**config.mk**
```make
export PLATFORM = sky130hd
export DESIGN_NAME = midi_note_pair_matcher_unit_flat
export DESIGN_NICKNAME = d
export VERILOG_FILES = /design/src/rtl/mnpm_pkg.sv /design/src/rtl/mnpm_ifs.sv /design/src/rtl/midi_note_pair_matcher_unit.sv /design/src/rtl/mnpm_dpath.sv /design/src/rtl/mnpm_ctrl.sv /design/src/flat_wrapper.sv
export SDC_FILE = /design/constraint.sdc
export NUM_CORES = 1
export LEC_CHECK = 0
export BUFFER_PORTS_ARGS = -buffer_cell sky130_fd_sc_hd__buf_2
export CORE_MARGIN = 2
export CORE_UTILIZATION = 35
export DETAILED_ROUTE_END_ITERATION = 8
export GPL_ROUTABILITY_DRIVEN = 0
export PLACE_DENSITY = 0.63
export SLEW_MARGIN = 20
export SYNTH_ARGS = -nofsm -noshare
export SYNTH_HDL_FRONTEND = slang
export SYNTH_SLANG_ARGS = --single-unit
```
**constraint.sdc**
```tcl
create_clock -name clk -period 4.3 [get_ports clk]
set_input_delay 0.215 -clock clk [delete_from_list [all_inputs] [get_ports clk]]
set_output_delay 0.215 -clock clk [all_outputs]
set_load 0.1 [all_outputs]
```
**src/rtl/mnpm_pkg.sv**
```systemverilog
// mnpm_pkg: shared types and constants of the MIDI note pair matcher.
// Word layouts of both channels, event kind codes, and the command and
// status bundles between controller and datapath. No dependencies.
package mnpm_pkg;

  localparam int PENDING_DEPTH_DEF = 32;
  localparam int ID_BITS_DEF       = 16;

  localparam int DELTA_W = 28;
  localparam int VEL_W   = 7;
  localparam int PITCH_W = 7;
  localparam int CHAN_W  = 4;
  localparam int EVID_W  = 16;
  localparam int TIME_W  = 32;

  localparam logic [1:0] KIND_OTHER = 2'd0;
  localparam logic [1:0] KIND_ON    = 2'd1;
  localparam logic [1:0] KIND_OFF   = 2'd2;

  typedef struct packed {
    logic               restart;
    logic [1:0]         kind;
    logic [DELTA_W-1:0] delta_ticks;
    logic [VEL_W-1:0]   velocity;
    logic [PITCH_W-1:0] pitch;
    logic [CHAN_W-1:0]  channel;
    logic [EVID_W-1:0]  event_id;
  } in_word_t;

  typedef struct packed {
    logic [TIME_W-1:0] absolute_time;
    logic              pair_found;
    logic [EVID_W-1:0] on_id;
    logic [EVID_W-1:0] off_id;
    logic              stored_pending;
    logic              dropped_full;
  } out_word_t;

  // controller -> datapath
  typedef struct packed {
    logic load;    // capture the accepted word, advance time
    logic store;   // append note-on to pending table
    logic scan;    // step the match / compaction sweep
    logic finish;  // load the result register, retire matched entry
  } ctl_cmd_t;

  // datapath -> controller
  typedef struct packed {
    logic ev_on;
    logic ev_off;
    logic scan_busy;
  } ctl_stat_t;

endpackage

```
**src/rtl/mnpm_ifs.sv**
```systemverilog
// mnpm_ifs: valid/ready channel interfaces for input and result words.
// Depends on mnpm_pkg for the word types.
interface mnpm_in_if;
  logic                valid;
  logic                ready;
  mnpm_pkg::in_word_t  data;

  modport source (output valid, output data, input ready);
  modport sink   (input valid, input data, output ready);
endinterface

interface mnpm_out_if;
  logic                valid;
  logic                ready;
  mnpm_pkg::out_word_t data;

  modport source (output valid, output data, input ready);
  modport sink   (input valid, input data, output ready);
endinterface

```
**src/rtl/midi_note_pair_matcher_unit.sv**
```systemverilog
// midi_note_pair_matcher_unit: top level of the MIDI note on/off pairing block.
// Instantiates mnpm_ctrl and mnpm_dpath; depends on mnpm_pkg and mnpm_ifs.
//
// Usage: drive one MIDI event word on in_chan (valid/ready). Each accepted
// word yields exactly one result word on out_chan, in order: the wrapping
// 32-bit absolute time, and either a matched on/off id pair, a stored flag
// or a dropped-full flag. Note-ons go into an ordered pending table; an off
// closes the oldest pending entry with the same pitch and channel.
// Sequence: a word is loaded in the idle state, then passes the execute and
// finish states. An off also sweeps the table in a scan state between
// them, one entry per cycle through the single read port of the pending
// memory, compacting in the same pass, over all pending entries (at most
// PENDING_DEPTH).
// One word is in work at a time; the next is accepted once the current
// result sits in the output register, even if that word is not yet taken.
// Stall: a result not taken holds the output register, and a finished word
// waits for it before the block accepts another.
// Reset: rst_n low clears running time, pending count and output valid; the
// block comes out of reset idle and ready. The restart bit of a word
// clears time and table before that word is applied.
module midi_note_pair_matcher_unit #(
  parameter int PENDING_DEPTH = mnpm_pkg::PENDING_DEPTH_DEF,
  parameter int ID_BITS       = mnpm_pkg::ID_BITS_DEF
) (
  input logic        clk,
  input logic        rst_n,
  mnpm_in_if.sink    in_chan,
  mnpm_out_if.source out_chan
);

  mnpm_pkg::ctl_cmd_t  cmd;
  mnpm_pkg::ctl_stat_t stat;

  // sequencer: handshakes on both channels, commands to the datapath
  mnpm_ctrl u_ctrl (
    .clk       (clk),
    .rst_n     (rst_n),
    .in_valid  (in_chan.valid),
    .in_ready  (in_chan.ready),
    .out_valid (out_chan.valid),
    .out_ready (out_chan.ready),
    .stat      (stat),
    .cmd       (cmd)
  );

  // datapath: time accumulator, pending table and result word register
  mnpm_dpath #(
    .PENDING_DEPTH (PENDING_DEPTH),
    .ID_BITS       (ID_BITS)
  ) u_dpath (
    .clk      (clk),
    .rst_n    (rst_n),
    .in_data  (in_chan.data),
    .cmd      (cmd),
    .stat     (stat),
    .out_data (out_chan.data)
  );

endmodule

```
**src/rtl/mnpm_dpath.sv**
```systemverilog
// mnpm_dpath: running time, pending table memory, match/compaction sweep
// and result register. Driven by mnpm_ctrl; depends on mnpm_pkg.
module mnpm_dpath #(
  parameter int PENDING_DEPTH = mnpm_pkg::PENDING_DEPTH_DEF,
  parameter int ID_BITS       = mnpm_pkg::ID_BITS_DEF
) (
  input  logic                clk,
  input  logic                rst_n,
  input  mnpm_pkg::in_word_t  in_data,
  input  mnpm_pkg::ctl_cmd_t  cmd,
  output mnpm_pkg::ctl_stat_t stat,
  output mnpm_pkg::out_word_t out_data
);

  localparam int AW = (PENDING_DEPTH > 1) ? $clog2(PENDING_DEPTH) : 1;
  localparam int CW = $clog2(PENDING_DEPTH + 1);

  typedef struct packed {
    logic [mnpm_pkg::PITCH_W-1:0] pitch;
    logic [mnpm_pkg::CHAN_W-1:0]  chan;
    logic [ID_BITS-1:0]           id;
  } entry_t;

  entry_t mem [PENDING_DEPTH];

  logic [mnpm_pkg::TIME_W-1:0]  time_r;
  logic [CW-1:0]                count_r;
  logic [mnpm_pkg::PITCH_W-1:0] ev_pitch_r;
  logic [mnpm_pkg::CHAN_W-1:0]  ev_chan_r;
  logic [ID_BITS-1:0]           ev_id_r;
  logic                         ev_on_r;
  logic                         ev_off_r;
  logic [CW-1:0]                rd_idx_r;
  logic                         rdv_r;
  entry_t                       rd_data_r;
  logic [AW-1:0]                data_idx_r;
  logic                         matched_r;
  logic [ID_BITS-1:0]           on_id_r;
  logic                         stored_r;
  logic                         dropped_r;
  mnpm_pkg::out_word_t          out_data_r;

  logic    full;
  logic    rd_issue;
  logic    hit;
  logic    mem_we;
  logic [AW-1:0] mem_wa;
  entry_t  mem_wd;
  logic    is_off_in;
  logic    is_on_in;

  assign full     = (count_r == CW'(PENDING_DEPTH));
  assign rd_issue = cmd.scan && (rd_idx_r < count_r);
  assign hit      = (rd_data_r.pitch == ev_pitch_r) && (rd_data_r.chan == ev_chan_r);

  assign is_off_in = (in_data.kind == mnpm_pkg::KIND_OFF) ||
                     ((in_data.kind == mnpm_pkg::KIND_ON) && (in_data.velocity == '0));
  assign is_on_in  = (in_data.kind == mnpm_pkg::KIND_ON) && (in_data.velocity != '0);

  // single write port: append on store, shift one place down while compacting
  always_comb begin
    mem_we = (cmd.store && !full) || (cmd.scan && rdv_r && matched_r);
    if (cmd.store) begin
      mem_wa = count_r[AW-1:0];
      mem_wd = '{pitch: ev_pitch_r, chan: ev_chan_r, id: ev_id_r};
    end else begin
      mem_wa = data_idx_r - AW'(1);
      mem_wd = rd_data_r;
    end
  end

  always_ff @(posedge clk) begin
    if (mem_we) begin
      mem[mem_wa] <= mem_wd;
    end
    if (rd_issue) begin
      rd_data_r <= mem[rd_idx_r[AW-1:0]];
    end
  end

  // time and fill count
  always_ff @(posedge clk) begin
    if (!rst_n) begin
      time_r  <= '0;
      count_r <= '0;
    end else begin
      if (cmd.load) begin
        time_r  <= (in_data.restart ? '0 : time_r) +
                   mnpm_pkg::TIME_W'(in_data.delta_ticks);
        count_r <= in_data.restart ? '0 : count_r;
      end else if (cmd.store && !full) begin
        count_r <= count_r + CW'(1);
      end else if (cmd.finish && matched_r) begin
        count_r <= count_r - CW'(1);
      end
    end
  end

  // event capture and sweep control
  always_ff @(posedge clk) begin
    if (!rst_n) begin
      rdv_r     <= 1'b0;
      matched_r <= 1'b0;
      rd_idx_r  <= '0;
    end else if (cmd.load) begin
      rdv_r     <= 1'b0;
      matched_r <= 1'b0;
      rd_idx_r  <= '0;
    end else if (cmd.scan) begin
      rdv_r      <= rd_issue;
      data_idx_r <= rd_idx_r[AW-1:0];
      if (rd_issue) begin
        rd_idx_r <= rd_idx_r + CW'(1);
      end
      // first hit is the oldest; later entries only move up
      if (rdv_r && !matched_r && hit) begin
        matched_r <= 1'b1;
        on_id_r   <= rd_data_r.id;
      end
    end
  end

  always_ff @(posedge clk) begin
    if (cmd.load) begin
      ev_pitch_r <= in_data.pitch;
      ev_chan_r  <= in_data.channel;
      ev_id_r    <= ID_BITS'(in_data.event_id);
      ev_on_r    <= is_on_in;
      ev_off_r   <= is_off_in;
      stored_r   <= 1'b0;
      dropped_r  <= 1'b0;
    end else if (cmd.store) begin
      stored_r  <= !full;
      dropped_r <= full;
    end
    if (cmd.finish) begin
      out_data_r.absolute_time  <= time_r;
      out_data_r.pair_found     <= matched_r;
      out_data_r.on_id          <= matched_r ? mnpm_pkg::EVID_W'(on_id_r) : '0;
      out_data_r.off_id         <= matched_r ? mnpm_pkg::EVID_W'(ev_id_r) : '0;
      out_data_r.stored_pending <= stored_r;
      out_data_r.dropped_full   <= dropped_r;
    end
  end

  assign stat.ev_on     = ev_on_r;
  assign stat.ev_off    = ev_off_r;
  assign stat.scan_busy = (rd_idx_r < count_r) || rdv_r;
  assign out_data       = out_data_r;

endmodule

```
**src/rtl/mnpm_ctrl.sv**
```systemverilog
// mnpm_ctrl: sequencing state machine and result-valid flag.
// Issues commands to mnpm_dpath; depends on mnpm_pkg.
module mnpm_ctrl (
  input  logic                clk,
  input  logic                rst_n,
  input  logic                in_valid,
  output logic                in_ready,
  output logic                out_valid,
  input  logic                out_ready,
  input  mnpm_pkg::ctl_stat_t stat,
  output mnpm_pkg::ctl_cmd_t  cmd
);

  localparam logic [1:0] S_IDLE = 2'd0;
  localparam logic [1:0] S_EXEC = 2'd1;
  localparam logic [1:0] S_SCAN = 2'd2;
  localparam logic [1:0] S_FIN  = 2'd3;

  logic [1:0] state_r, state_nxt;
  logic       out_valid_r, out_valid_nxt;
  logic       out_free;

  assign out_free = !out_valid_r || out_ready;

  always_comb begin
    state_nxt = state_r;
    cmd       = '0;
    in_ready  = 1'b0;
    case (state_r)
      S_IDLE: begin
        in_ready = 1'b1;
        if (in_valid) begin
          cmd.load  = 1'b1;
          state_nxt = S_EXEC;
        end
      end
      S_EXEC: begin
        if (stat.ev_off) begin
          state_nxt = S_SCAN;
        end else begin
          cmd.store = stat.ev_on;
          state_nxt = S_FIN;
        end
      end
      S_SCAN: begin
        cmd.scan = 1'b1;
        if (!stat.scan_busy) begin
          state_nxt = S_FIN;
        end
      end
      S_FIN: begin
        // hold until the result register is free
        if (out_free) begin
          cmd.finish = 1'b1;
          state_nxt  = S_IDLE;
        end
      end
      default: begin
        state_nxt = S_IDLE;
      end
    endcase
  end

  always_comb begin
    out_valid_nxt = out_valid_r;
    if (cmd.finish) begin
      out_valid_nxt = 1'b1;
    end else if (out_ready) begin
      out_valid_nxt = 1'b0;
    end
  end

  always_ff @(posedge clk) begin
    if (!rst_n) begin
      state_r     <= S_IDLE;
      out_valid_r <= 1'b0;
    end else begin
      state_r     <= state_nxt;
      out_valid_r <= out_valid_nxt;
    end
  end

  assign out_valid = out_valid_r;

endmodule

```
**src/flat_wrapper.sv**
```systemverilog
// flat-port wrapper written by rule: the top's interface ports become plain ports
module midi_note_pair_matcher_unit_flat 
#(
  parameter int PENDING_DEPTH = mnpm_pkg::PENDING_DEPTH_DEF,
  parameter int ID_BITS       = mnpm_pkg::ID_BITS_DEF
)
  (clk, rst_n, in_chan_valid, in_chan_data, in_chan_ready, out_chan_valid, out_chan_data, out_chan_ready);
  mnpm_in_if in_chan_i ();
  mnpm_out_if out_chan_i ();
  input logic clk;
  input logic rst_n;
  input wire logic [$bits(in_chan_i.valid)-1:0] in_chan_valid;
  input wire logic [$bits(in_chan_i.data)-1:0] in_chan_data;
  output wire logic [$bits(in_chan_i.ready)-1:0] in_chan_ready;
  output wire logic [$bits(out_chan_i.valid)-1:0] out_chan_valid;
  output wire logic [$bits(out_chan_i.data)-1:0] out_chan_data;
  input wire logic [$bits(out_chan_i.ready)-1:0] out_chan_ready;
  assign in_chan_i.valid = in_chan_valid;
  assign in_chan_i.data = in_chan_data;
  assign in_chan_ready = in_chan_i.ready;
  assign out_chan_valid = out_chan_i.valid;
  assign out_chan_data = out_chan_i.data;
  assign out_chan_i.ready = out_chan_ready;
  midi_note_pair_matcher_unit #(.PENDING_DEPTH(PENDING_DEPTH), .ID_BITS(ID_BITS)) u_core (.clk(clk), .rst_n(rst_n), .in_chan(in_chan_i), .out_chan(out_chan_i));
endmodule
```
==> results.tsv, run 1 <==
metric	value	unit
outcome	complete, no violations	
syn_inst	2140	
worst_slew_pin_slew	1120	ps
totalNegativeSetupSlack	0	ps
std_cell_rows	127	
post_synth_instance_area	42200	um^2
area_of_the_die	123000	um^2
cp_num_buf_inv	2	
n_antenna_cell	0	
cp_top_family	simple AND/OR/NAND/NOR gates	
period_utilisation_layout	89.1	%
timing.critical_path.slowest_stage_cell	sky130_fd_sc_hd__nor2_4	
maxSlewHeadroom	25.1	%
final.min_clock_period	3830	ps
die_x	351	um
critPathLaunchType	flip-flop	
post-cts-setup-buffers	0	
synth-edff-count	1008	
cap_violations	0	
wl_per_cell	24.4	um
place.port_buffers	137	
cts.repair.resized	0	
setup.worst_path.class	reg -> reg	
ioPinCount	138	
cp.depth	7	
globalRoute.totalOverflow	0	
hold_path_class	in -> reg	
cp.arrival	4210	ps
worst_setup_path_end_kind	flip-flop	
leakagePower	15.6	nW
detailroute.via_count	21400	
synth-seq-cells	1059	
synth-warning-count	0	
post_cts_clock_slew_at_the_launch_and_capture_registers_of_the_worst_setup_and_hold_paths	60	ps
slew_violations	0	
drc_errors	0	
detail_route.wirelength	99.9	mm
design.core.area	120000	um^2
fillerInstances	10500	
worst_setup_path_endpoint	u_core.u_dpath.mem[1][5]$_DFFE_PP_	
hpwl	61.1	mm
crit_path_cell_trace	inv_1 > ha_1 > nand3_2 > o21ai_1 > nand3_1 > nor2_4 > buf_4	
post_synth_num_cell_types	60	
slowest_delay	870	ps
tritoncts.num_buffers	104	
grt_max_degree	77	
clock_path_buffers	3	
worst_ir_drop_vdd	0.318	mV
layout.nets	2502	
antenna_left	0	
first_global_vias	22000	
fin_skew	49.5	ps
final_core_utilization	41.1	%
pre_repair_dr_iteration_count	9	
sequential_cell_area_fraction_in_the_yosys_report	74.1	%
hold_violations	0	
placed_cell_count	3856	
die_height	351	um
routed_via_density	5.22	
setup-violations-final	0	
cts_max_level	3	
max_freq	261	MHz
cts_tree	done	
dominantRegCellSynth	sky130_fd_sc_hd__edfxtp_1	
postSynthNetCount	2254	
critical_path_required	4680	ps
drive_gt1_share	29.2	%
crit_start	u_core.u_ctrl.state_r[1]$_SDFFE_PN0P_	
global_route_wire_length_before_repair	147	mm
postCtsHoldBufs	35	
final_cells	4088	
postLayoutCellArea	49300	um^2
area_delta_synth_final	16.7	%
worst-r2r-setup-slack	470	ps
clkSinkCount	1059	
crit-reg2reg-launch	u_core.u_ctrl.state_r[1]$_SDFFE_PN0P_	
clk_root_buffer_cell	sky130_fd_sc_hd__clkbuf_16	
synth_async_reset_ratio	0	%
timing.reg2reg.worst_path_depth	7	
floorplan.initialDensity	35.2	%
power_density	483	nW/um^2
placement.cell_area	45400	um^2
path_max_fanout	19	
antenna_found_initial	1	
grt_usage	16.2	%
clkLatencyLatePin	700	ps
worst_r2r_endpoint	u_core.u_dpath.mem[1][5]$_DFFE_PP_	
synth.avg_cell_area	19.7	um^2
drt_iter0_drc	2142	
rsz0062_at_grt	false	
[cells in the mapped netlist (14+ instances only)]
cell type | instances | area share, %
sky130_fd_sc_hd__edfxtp_1 | 1008 | 72
sky130_fd_sc_hd__inv_1 | 27 | 0.24
sky130_fd_sc_hd__clkbuf_1 | 59 | 0.52
sky130_fd_sc_hd__xnor2_1 | 19 | 0.39
sky130_fd_sc_hd__nor2b_1 | 32 | 0.47
sky130_fd_sc_hd__ha_1 | 43 | 1.3
sky130_fd_sc_hd__nand2_1 | 175 | 1.6
sky130_fd_sc_hd__xor2_1 | 18 | 0.37
sky130_fd_sc_hd__o21ai_0 | 35 | 0.41
sky130_fd_sc_hd__nor2_1 | 58 | 0.52
sky130_fd_sc_hd__nand3_1 | 15 | 0.18
sky130_fd_sc_hd__and2_1 | 37 | 0.55
sky130_fd_sc_hd__nor3_1 | 14 | 0.17
sky130_fd_sc_hd__buf_4 | 15 | 0.27
sky130_fd_sc_hd__mux4_2 | 270 | 14
sky130_fd_sc_hd__mux2_2 | 31 | 0.83
sky130_fd_sc_hd__dfxtp_1 | 51 | 2.4
sky130_fd_sc_hd__a21oi_1 | 52 | 0.62
sky130_fd_sc_hd__a21o_1 | 20 | 0.36
[how the worst min path moves through the flow]
stage | slack (ps) | startpoint | end | cells after the start
after floorplan | 310 | in_chan_data[16] | u_core.u_dpath.ev_chan_r[0]$_DFFE_PP_ | 0
after global placement | 390 | in_chan_data[12] | u_core.u_dpath.ev_id_r[12]$_DFFE_PP_ | 1
after global routing | 70 | in_chan_data[36] | u_core.u_dpath.time_r[2]$_SDFFE_PN0P_ | 4
final | 70 | in_chan_data[36] | u_core.u_dpath.time_r[2]$_SDFFE_PN0P_ | 4
after CTS | 20 | in_chan_data[36] | u_core.u_dpath.time_r[2]$_SDFFE_PN0P_ | 4
after detailed placement | 390 | in_chan_data[9] | u_core.u_dpath.ev_id_r[9]$_DFFE_PP_ | 1
[final cells by class]
type / count / area, um^2 / area share [%]
clock buffers: 130 / 2730 / 5.54
clock inverters: 64 / 666 / 1.35
inverters: 29 / 109 / 0.221
multi-input cells: 954 / 10700 / 21.7
flip-flops and latches: 1059 / 31300 / 63.5
well taps: 1612 / 2020 / 4.09
repair buffers: 240 / 1790 / 3.63
[cell families (layout without fill, tap and decap cells)]
family	Yosys count	count (layout)	share of synthesized area (%)
AO/OA/AOI/OAI	175	175	2.65
XOR/XNOR	37	37	0.767
adder cells (fa/ha/maj)	45	45	1.37
buffers and inverters	127	463	1.36
flip-flops	1059	1059	74.1
multiplexers	311	311	15.5
AND/OR/NAND/NOR	386	386	4.30
[layer usage]
metal	global-route usage, %	wire [um]	vias to the layer above
met5	0	0	-
met4	4.40	2110	0
met3	3.16	6800	142
met2	27.8	50400	756
met1	20.9	40600	11300
li1	-	-	9175
[layout by cell type (no fill, tap or decap), types with 27 or more instances in the layout]
master,count
sky130_fd_sc_hd__a21oi_1,52
sky130_fd_sc_hd__and2_1,37
sky130_fd_sc_hd__buf_2,137
sky130_fd_sc_hd__buf_4,51
sky130_fd_sc_hd__clkbuf_16,104
sky130_fd_sc_hd__dfxtp_1,46
sky130_fd_sc_hd__dlygate4sd3_1,35
sky130_fd_sc_hd__edfxtp_1,1008
sky130_fd_sc_hd__ha_1,43
sky130_fd_sc_hd__inv_1,27
sky130_fd_sc_hd__mux2_2,31
sky130_fd_sc_hd__mux4_2,270
sky130_fd_sc_hd__nand2_1,158
sky130_fd_sc_hd__nor2_1,29
sky130_fd_sc_hd__nor2_4,28
sky130_fd_sc_hd__nor2b_1,31
sky130_fd_sc_hd__o21ai_0,35
[tightest hold or removal path: stages]
cell	delay, ps
sky130_fd_sc_hd__buf_2	100
sky130_fd_sc_hd__ha_1	190
sky130_fd_sc_hd__xnor2_1	130
sky130_fd_sc_hd__a211oi_1	60
[power by group]
part / total, mW / internal [mW] / switching [mW]
logic: 2.59 / 0.699 / 1.89
registers: 12.2 / 12.0 / 0.182
clock network: 9.01 / 5.13 / 3.88
total: 23.8 / 17.8 / 5.96
[per-stage QoR]
stage / power (mW) / hold slack (ps) / setup WS, ps
floorplan: 14.1 / 314 / 391
global placement: 14.9 / 394 / 669
detailed placement: 15.0 / 393 / 620
CTS: 24.0 / 24.5 / 549
global route: 24.6 / 70.0 / 260
finish: 23.8 / 66.2 / 469
[state kept, by name, summed over array words and instances, names as in the netlist]
register,cells
u_core.u_dpath.ev_off_r,1
u_core.u_dpath.rdv_r,1
u_core.u_dpath.mem,864
u_core.u_dpath.matched_r,1
u_core.u_dpath.ev_id_r,16
u_core.u_dpath.dropped_r,1
u_core.u_dpath.time_r,32
u_core.u_ctrl.state_r,2
u_core.u_dpath.ev_on_r,1
u_core.u_dpath.rd_data_r,27
u_core.u_dpath.on_id_r,16
u_core.u_dpath.rd_idx_r,6
u_core.u_dpath.count_r,6
u_core.u_dpath.ev_chan_r,4
u_core.u_ctrl.out_valid,1
u_core.u_dpath.stored_r,1
u_core.u_dpath.out_data,67
u_core.u_dpath.data_idx_r,5
u_core.u_dpath.ev_pitch_r,7
Note: power is estimated with default switching activity, not from simulation.
==> inputs of run 2 (changes only) <==
--- a/config.mk
+++ b/config.mk
@@ -6,12 +6,12 @@
 export NUM_CORES = 1
 export LEC_CHECK = 0
 export BUFFER_PORTS_ARGS = -buffer_cell sky130_fd_sc_hd__buf_2
+export CORE_ASPECT_RATIO = 2
 export CORE_MARGIN = 2
-export CORE_UTILIZATION = 35
+export CORE_UTILIZATION = 30
 export DETAILED_ROUTE_END_ITERATION = 8
 export GPL_ROUTABILITY_DRIVEN = 0
-export PLACE_DENSITY = 0.63
-export SLEW_MARGIN = 20
+export PLACE_DENSITY = 0.57
 export SYNTH_ARGS = -nofsm -noshare
 export SYNTH_HDL_FRONTEND = slang
 export SYNTH_SLANG_ARGS = --single-unit
==> run 2 against run 1 <==
  * Worst setup slack gained 390 ps
  * Cell count rose by 5.6%
  * Hold slack worse by 23 ps
  * Sequential share of layout area grew 0.40 points
  * Combinational power up 3%
  * First-iteration DRC count is 27% lower
  * Global-route usage fell by 1.5 points
  * Core utilization is 6.1 points lower
  * Design area is 0.62% lower
  * Maximum frequency rose by 11%
  * Critical path type unchanged
  * Critical endpoint is now u_core.u_dpath.mem[3][8]$_DFFE_PP_
  * Highest routed layer unchanged
==> results.tsv, run 2 (synthesized netlist as in run 1, its figures left out) <==
metric	value	unit
outcome	complete, no violations	
drc_errors	0	
critical_path_required	4600	ps
critPathLaunchType	flip-flop	
std_cell_rows	194	
setup_slack	855	ps
placed_cell_count	4129	
max_freq	290	MHz
hpwl	69.7	mm
wl_per_cell	24.6	um
area_of_the_die	144000	um^2
cts_tree	done	
leakagePower	15.4	nW
pre_repair_dr_iteration_count	5	
largest_register_ffs	864	
drive_gt1_share	28.8	%
power_frac_clock	35.5	%
ioPinCount	138	
seq_power_share	52.9	%
area_delta_synth_final	16.0	%
clkLatencyLatePin	680	ps
fin_skew	28.8	ps
slew_violations	0	
post_cts_clock_slew_at_the_launch_and_capture_registers_of_the_worst_setup_and_hold_paths	70	ps
cp.arrival	3740	ps
final_common_cell	sky130_fd_sc_hd__edfxtp_1	
layout.nets	2499	
first_global_vias	22800	
most_frequent_cells_in_the_layout	1008 x sky130_fd_sc_hd__edfxtp_1, 270 x sky130_fd_sc_hd__mux4_2, 175 x sky130_fd_sc_hd__nand2_1	
antenna_left	0	
final.min_clock_period	3440	ps
seq_area	31300	um^2
power.share.combinational	11.6	%
clk_root_buffer_cell	sky130_fd_sc_hd__clkbuf_16	
clkSinkCount	1059	
netSwitchingPower	5.88	mW
global_route_wire_length_before_repair	156	mm
worst_setup_path_end_kind	flip-flop	
routed_via_density	4.88	
worst_slew_pin_slew	1170	ps
timing.critical_path.slowest_stage_cell	sky130_fd_sc_hd__nor2_4	
detail_route.wirelength	106	mm
design.core.area	140000	um^2
intPower	17.1	mW
die_x	269	um
grt_max_degree	56	
hold_path_class	in -> reg	
setup.worst_path.class	reg -> reg	
totalNegativeSetupSlack	0	ps
detailroute.via_count	21100	
cap_violations	0	
power_switching_share	25.5	%
antenna_found_initial	1	
crit_path_cell_trace	inv_1 > ha_1 > nand3_2 > o21ai_1 > nand3_1 > nor2_4	
rsz0062_at_grt	false	
die_height	535	um
grt_usage	14.7	%
place.port_buffers	137	
multiInputGateArea	10600	um^2
final_cells	4318	
maxSlewHeadroom	21.5	%
slowest_delay	990	ps
power_density	470	nW/um^2
period_utilisation_layout	80.1	%
path_max_fanout	27	
place_ws	880	ps
worst_ir_drop_vdd	0.304	mV
clock_path_buffers	3	
globalRoute.totalOverflow	0	
post-cts-setup-buffers	0	
drt_iter0_drc	1563	
tritoncts.num_buffers	84	
most_flop_heavy_register	u_core.u_dpath.mem	
setup-violations-final	0	
floorplan.initialDensity	30.2	%
fillerInstances	13000	
hold_violations	0	
cts_max_level	3	
## run 2: cell types whose count changed in the layout (fill, tap and decap cells not counted), moves of 6 or more
cell,delta
sky130_fd_sc_hd__clkbuf_16,-20
sky130_fd_sc_hd__clkinv_1,-7
sky130_fd_sc_hd__clkbuf_1,-12
sky130_fd_sc_hd__buf_4,+30
sky130_fd_sc_hd__buf_12,-6
sky130_fd_sc_hd__nand2_2,-17
sky130_fd_sc_hd__nand2_1,+17
## run 2: worst paths after layout
kind | start | endpoint | slack [ps] | cells past startpoint
min reg2reg | u_core.u_dpath.time_r[20]$_SDFFE_PN0P_ | u_core.u_dpath.out_data[55]$_DFFE_PP_ | 440 | 0
max reg2reg | u_core.u_ctrl.state_r[1]$_SDFFE_PN0P_ | u_core.u_dpath.mem[3][8]$_DFFE_PP_ | 860 | 6
min | in_chan_data[62] | u_core.u_dpath.ev_off_r$_DFFE_PP_ | 40 | 2
max | u_core.u_ctrl.state_r[1]$_SDFFE_PN0P_ | u_core.u_dpath.mem[3][8]$_DFFE_PP_ | 860 | 6
## run 2: area by class of cell
class	count	share of cell area, %
clock buffers	95	4.37
flip-flops and latches	1059	63.9
inverters	29	0.222
repair buffers	257	3.58
multi-input cells	954	21.7
diodes	2	0.0102
well taps	1862	4.76
clock inverters	60	1.44
## run 2: timing repair
action / CTS / global route
endpoints found under the setup margin: 0 / 0
resized for setup: 0 / 0
endpoints found under the hold margin: 37 / 0
hold buffers: 32 / 0
## run 2: routing by layer
metal  wire (um)  up-vias  track usage [%]
li1            -     9122                -
met1       37300    11300             15.2
met2       60600      529             29.1
met3        3270      162             1.66
met4        4860        0             6.79
met5           0        -                0
## run 2: power by group through the flow
stage	sequential, mW	combinational [mW]	clock (mW)
after global placement	12.4	2.60	0
after CTS	12.2	2.70	8.33
final	12.2	2.68	8.16
after detailed placement	12.4	2.67	0
after global routing	12.2	2.89	8.67
after floorplan	12.7	1.44	0
## run 2: worst max-delay path: cells and delay by family (launching register included)
family | cells | cell delay [ps]
fa+ha+maj | 1 | 200
compound gates | 1 | 660
flops | 1 | 360
simple gates | 3 | 1700
buf+inv | 1 | 110
## run 2: stage by stage
stage               area, um^2  hold slack [ps]  power (mW)  utilization (%)
detailed placement       45800              393        15.1             32.8
floorplan                42200              314        14.1                -
finish                   49000             43.2        23.0             35.0
global route             49000             28.8        23.8             35.0
CTS                      49000             23.4        23.2             35.0
global placement         45800              392        15.0             32.8
==> inputs of run 3 (changes only) <==
--- a/config.mk
+++ b/config.mk
@@ -5,13 +5,14 @@
 export SDC_FILE = /design/constraint.sdc
 export NUM_CORES = 1
 export LEC_CHECK = 0
+export ABC_AREA = 1
 export BUFFER_PORTS_ARGS = -buffer_cell sky130_fd_sc_hd__buf_2
 export CORE_ASPECT_RATIO = 2
 export CORE_MARGIN = 2
 export CORE_UTILIZATION = 30
 export DETAILED_ROUTE_END_ITERATION = 8
 export GPL_ROUTABILITY_DRIVEN = 0
-export PLACE_DENSITY = 0.57
+export PLACE_DENSITY = 0.55
 export SYNTH_ARGS = -nofsm -noshare
 export SYNTH_HDL_FRONTEND = slang
 export SYNTH_SLANG_ARGS = --single-unit
==> constraint.sdc (replaced) <==
create_clock -name clk -period 3.47 [get_ports clk]
set_input_delay 0.1735 -clock clk [delete_from_list [all_inputs] [get_ports clk]]
set_output_delay 0.1735 -clock clk [all_outputs]
set_load 0.1 [all_outputs]
==> run 3 against run 2 <==
  * Worst setup slack got worse by 600 ps
  * Largest cell class unchanged
  * Clock-buffer cell count is 12 higher
  * Hold slack improved by 14 ps
  * Synthesized cell count grew 76%
  * Critical path type unchanged
==> results.tsv, run 3 <==
metric	value	unit
cap_violations	0	
post_synth_instance_area	43900	um^2
globalRouteMet2Util	34.2	%
ioPinCount	138	
sequential_cell_area_fraction_in_the_yosys_report	71.2	%
setup-violations-final	0	
synth.avg_cell_area	11.7	um^2
die_x	275	um
critPathLaunchType	flip-flop	
crit_path_cell_trace	inv_1 > ha_1 > nand2_1 > o21ai_0 > nand3_1 > nor2_4	
layout.nets	4096	
clkSinkCount	1059	
postSynthNetCount	3881	
area_delta_synth_final	16.2	%
antenna_found_initial	5	
hold_path_class	in -> reg	
clk_root_buffer_cell	sky130_fd_sc_hd__clkbuf_16	
most_frequent_cells_in_the_layout	1008 x sky130_fd_sc_hd__edfxtp_1, 629 x sky130_fd_sc_hd__nor2_1, 509 x sky130_fd_sc_hd__nand2_1	
worst_slew_pin_slew	1120	ps
post_synth_top_area_cell	sky130_fd_sc_hd__edfxtp_1	
power.total	30.7	mW
grt_usage	17.6	%
fin_skew	29.1	ps
synthDominantCellAreaShare	68.9	%
gr-max-usage-layer	met2	
area_of_the_die	150000	um^2
max_freq	311	MHz
clkLatencyLatePin	700	ps
design.core.area	145000	um^2
drc_errors	0	
outcome	complete, no violations	
first_global_vias	29500	
totalNegativeSetupSlack	0	ps
worst-r2r-setup-slack	250	ps
fillerInstances	14200	
tritoncts.num_buffers	86	
timing.critical_path.slowest_stage_cell	sky130_fd_sc_hd__nor2_4	
final_common_cell	sky130_fd_sc_hd__edfxtp_1	
post_cts_clock_slew_at_the_launch_and_capture_registers_of_the_worst_setup_and_hold_paths	70	ps
synthTopCellsByCount	1008 x sky130_fd_sc_hd__edfxtp_1, 662 x sky130_fd_sc_hd__nor2_1, 509 x sky130_fd_sc_hd__nand2_1	
wl_per_cell	22.8	um
worst_ir_drop_vdd	0.484	mV
setup.worst_path.class	reg -> reg	
critical_path_required	3790	ps
post_synth_num_cell_types	40	
m3_gr_usage	2.58	%
place_ws	266	ps
place.port_buffers	137	
cts_max_level	3	
setup_slack	250	ps
cp_top_family	simple AND/OR/NAND/NOR gates	
antenna_left	0	
std_cell_rows	198	
rsz0062_at_grt	false	
synth-edff-count	1008	
dominantRegCellSynth	sky130_fd_sc_hd__edfxtp_1	
power_density	601	nW/um^2
drive_gt1_share	11.2	%
most_flop_heavy_register	u_core.u_dpath.mem	
drt_iter0_drc	2413	
path_max_fanout	27	
globalRoute.totalOverflow	0	
fin_hold_ws	57.6	ps
period_utilisation_layout	92.8	%
most_instantiated_library_cell_after_synthesis	sky130_fd_sc_hd__edfxtp_1	
synth-seq-cells	1059	
die_height	545	um
leakagePower	18.1	nW
hold_violations	0	
maxSlewHeadroom	25.3	%
postLayoutCellArea	51000	um^2
largest_register_ffs	864	
global_route_wire_length_before_repair	193	mm
cts_tree	done	
grt_max_degree	152	
placement.cell_area	47800	um^2
cp.arrival	3530	ps
final.min_clock_period	3220	ps
routed_via_density	4.97	
grtUsageMet1	16.6	%
slew_violations	0	
synth_async_reset_ratio	0	%
cts.repair.resized	0	
syn_inst	3767	
clock_path_buffers	3	
slowest_delay	930	ps
floorplan.initialDensity	30.2	%
worst_setup_path_end_kind	flip-flop	
hpwl	90.4	mm
pre_repair_dr_iteration_count	8	
detailroute.via_count	29600	
detail_route.wirelength	136	mm
synth.top_cells.by_area	sky130_fd_sc_hd__edfxtp_1 69%, sky130_fd_sc_hd__nor2_1 5.7%, sky130_fd_sc_hd__o21ai_0 4.4%	
cp_num_buf_inv	1	
synth-warning-count	0	
## run 3: changes by cell type in the layout (fill, tap and decap cells not counted), sizes merged, moves of 24 or more
cell / previous run / this run
and2: 37 / 3
buf: 225 / 273
inv: 34 / 282
mux2: 31 / 0
mux4: 270 / 0
nand2: 175 / 510
nand3: 15 / 147
nand4: 11 / 35
nor2: 58 / 664
nor2b: 32 / 0
o211ai: 6 / 110
o21ai: 36 / 493
o22ai: 0 / 118
## run 3: per-stage QoR
step	utilization (%)	cells
final	35.1	5948
after global routing	35.1	5948
after CTS	35.1	5944
after detailed placement	32.8	5743
after global placement	32.8	5743
after floorplan	-	3767
## run 3: metal layers
| layer | vias up | part of all wire (%) |
|---|---|---|
| met5 | - | 0 |
| met4 | 0 | 7.2 |
| met3 | 315 | 4.8 |
| met2 | 972 | 55 |
| met1 | 14600 | 33 |
| li1 | 13700 | - |
## run 3: cell families after synthesis
logic type      count (synthesis)  share of synthesized area, %
simple gates                 1378                          12.5
compound gates                792                          10.1
xor+xnor                       19                         0.379
fa+ha+maj                      45                          1.32
flops                        1059                          71.2
buf+inv                       474                          4.48
## run 3: where the power goes
group,switching (mW),internal (mW),total [mW]
clock,4.65,5.24,9.90
sequential,0.227,15.0,15.2
combinational,4.29,1.23,5.51
## run 3: worst paths after layout
kind                                     startpoint                               endpoint  depth (start not counted)
max           u_core.u_ctrl.state_r[0]$_SDFFE_PN0P_    u_core.u_dpath.mem[19][3]$_DFFE_PP_                          6
min reg2reg  u_core.u_dpath.time_r[12]$_SDFFE_PN0P_  u_core.u_dpath.out_data[47]$_DFFE_PP_                          0
max reg2reg   u_core.u_ctrl.state_r[0]$_SDFFE_PN0P_    u_core.u_dpath.mem[19][3]$_DFFE_PP_                          6
min                                in_chan_data[36]  u_core.u_dpath.time_r[2]$_SDFFE_PN0P_                          4
## run 3: what timing repair did
item | CTS | global route
hold buffers | 51 | 0
endpoints found under the hold margin | 59 | 0
buffers inserted | 0 | 0
## run 3: final cells by class
type,count,area [um^2],area share [%]
antenna,4,10.0,0.0196
clock buffer,107,2250,4.41
clock inverter,43,484,0.949
inverter,277,1050,2.06
multi-input combinational,2234,10900,21.4
sequential,1059,31300,61.4
tap,1900,2380,4.66
timing repair buffer,324,2620,5.13
## run 3: tightest hold or removal path: stages
cell	delay, ps
sky130_fd_sc_hd__buf_2	80
sky130_fd_sc_hd__ha_1	240
sky130_fd_sc_hd__xnor2_1	140
sky130_fd_sc_hd__o22ai_1	70
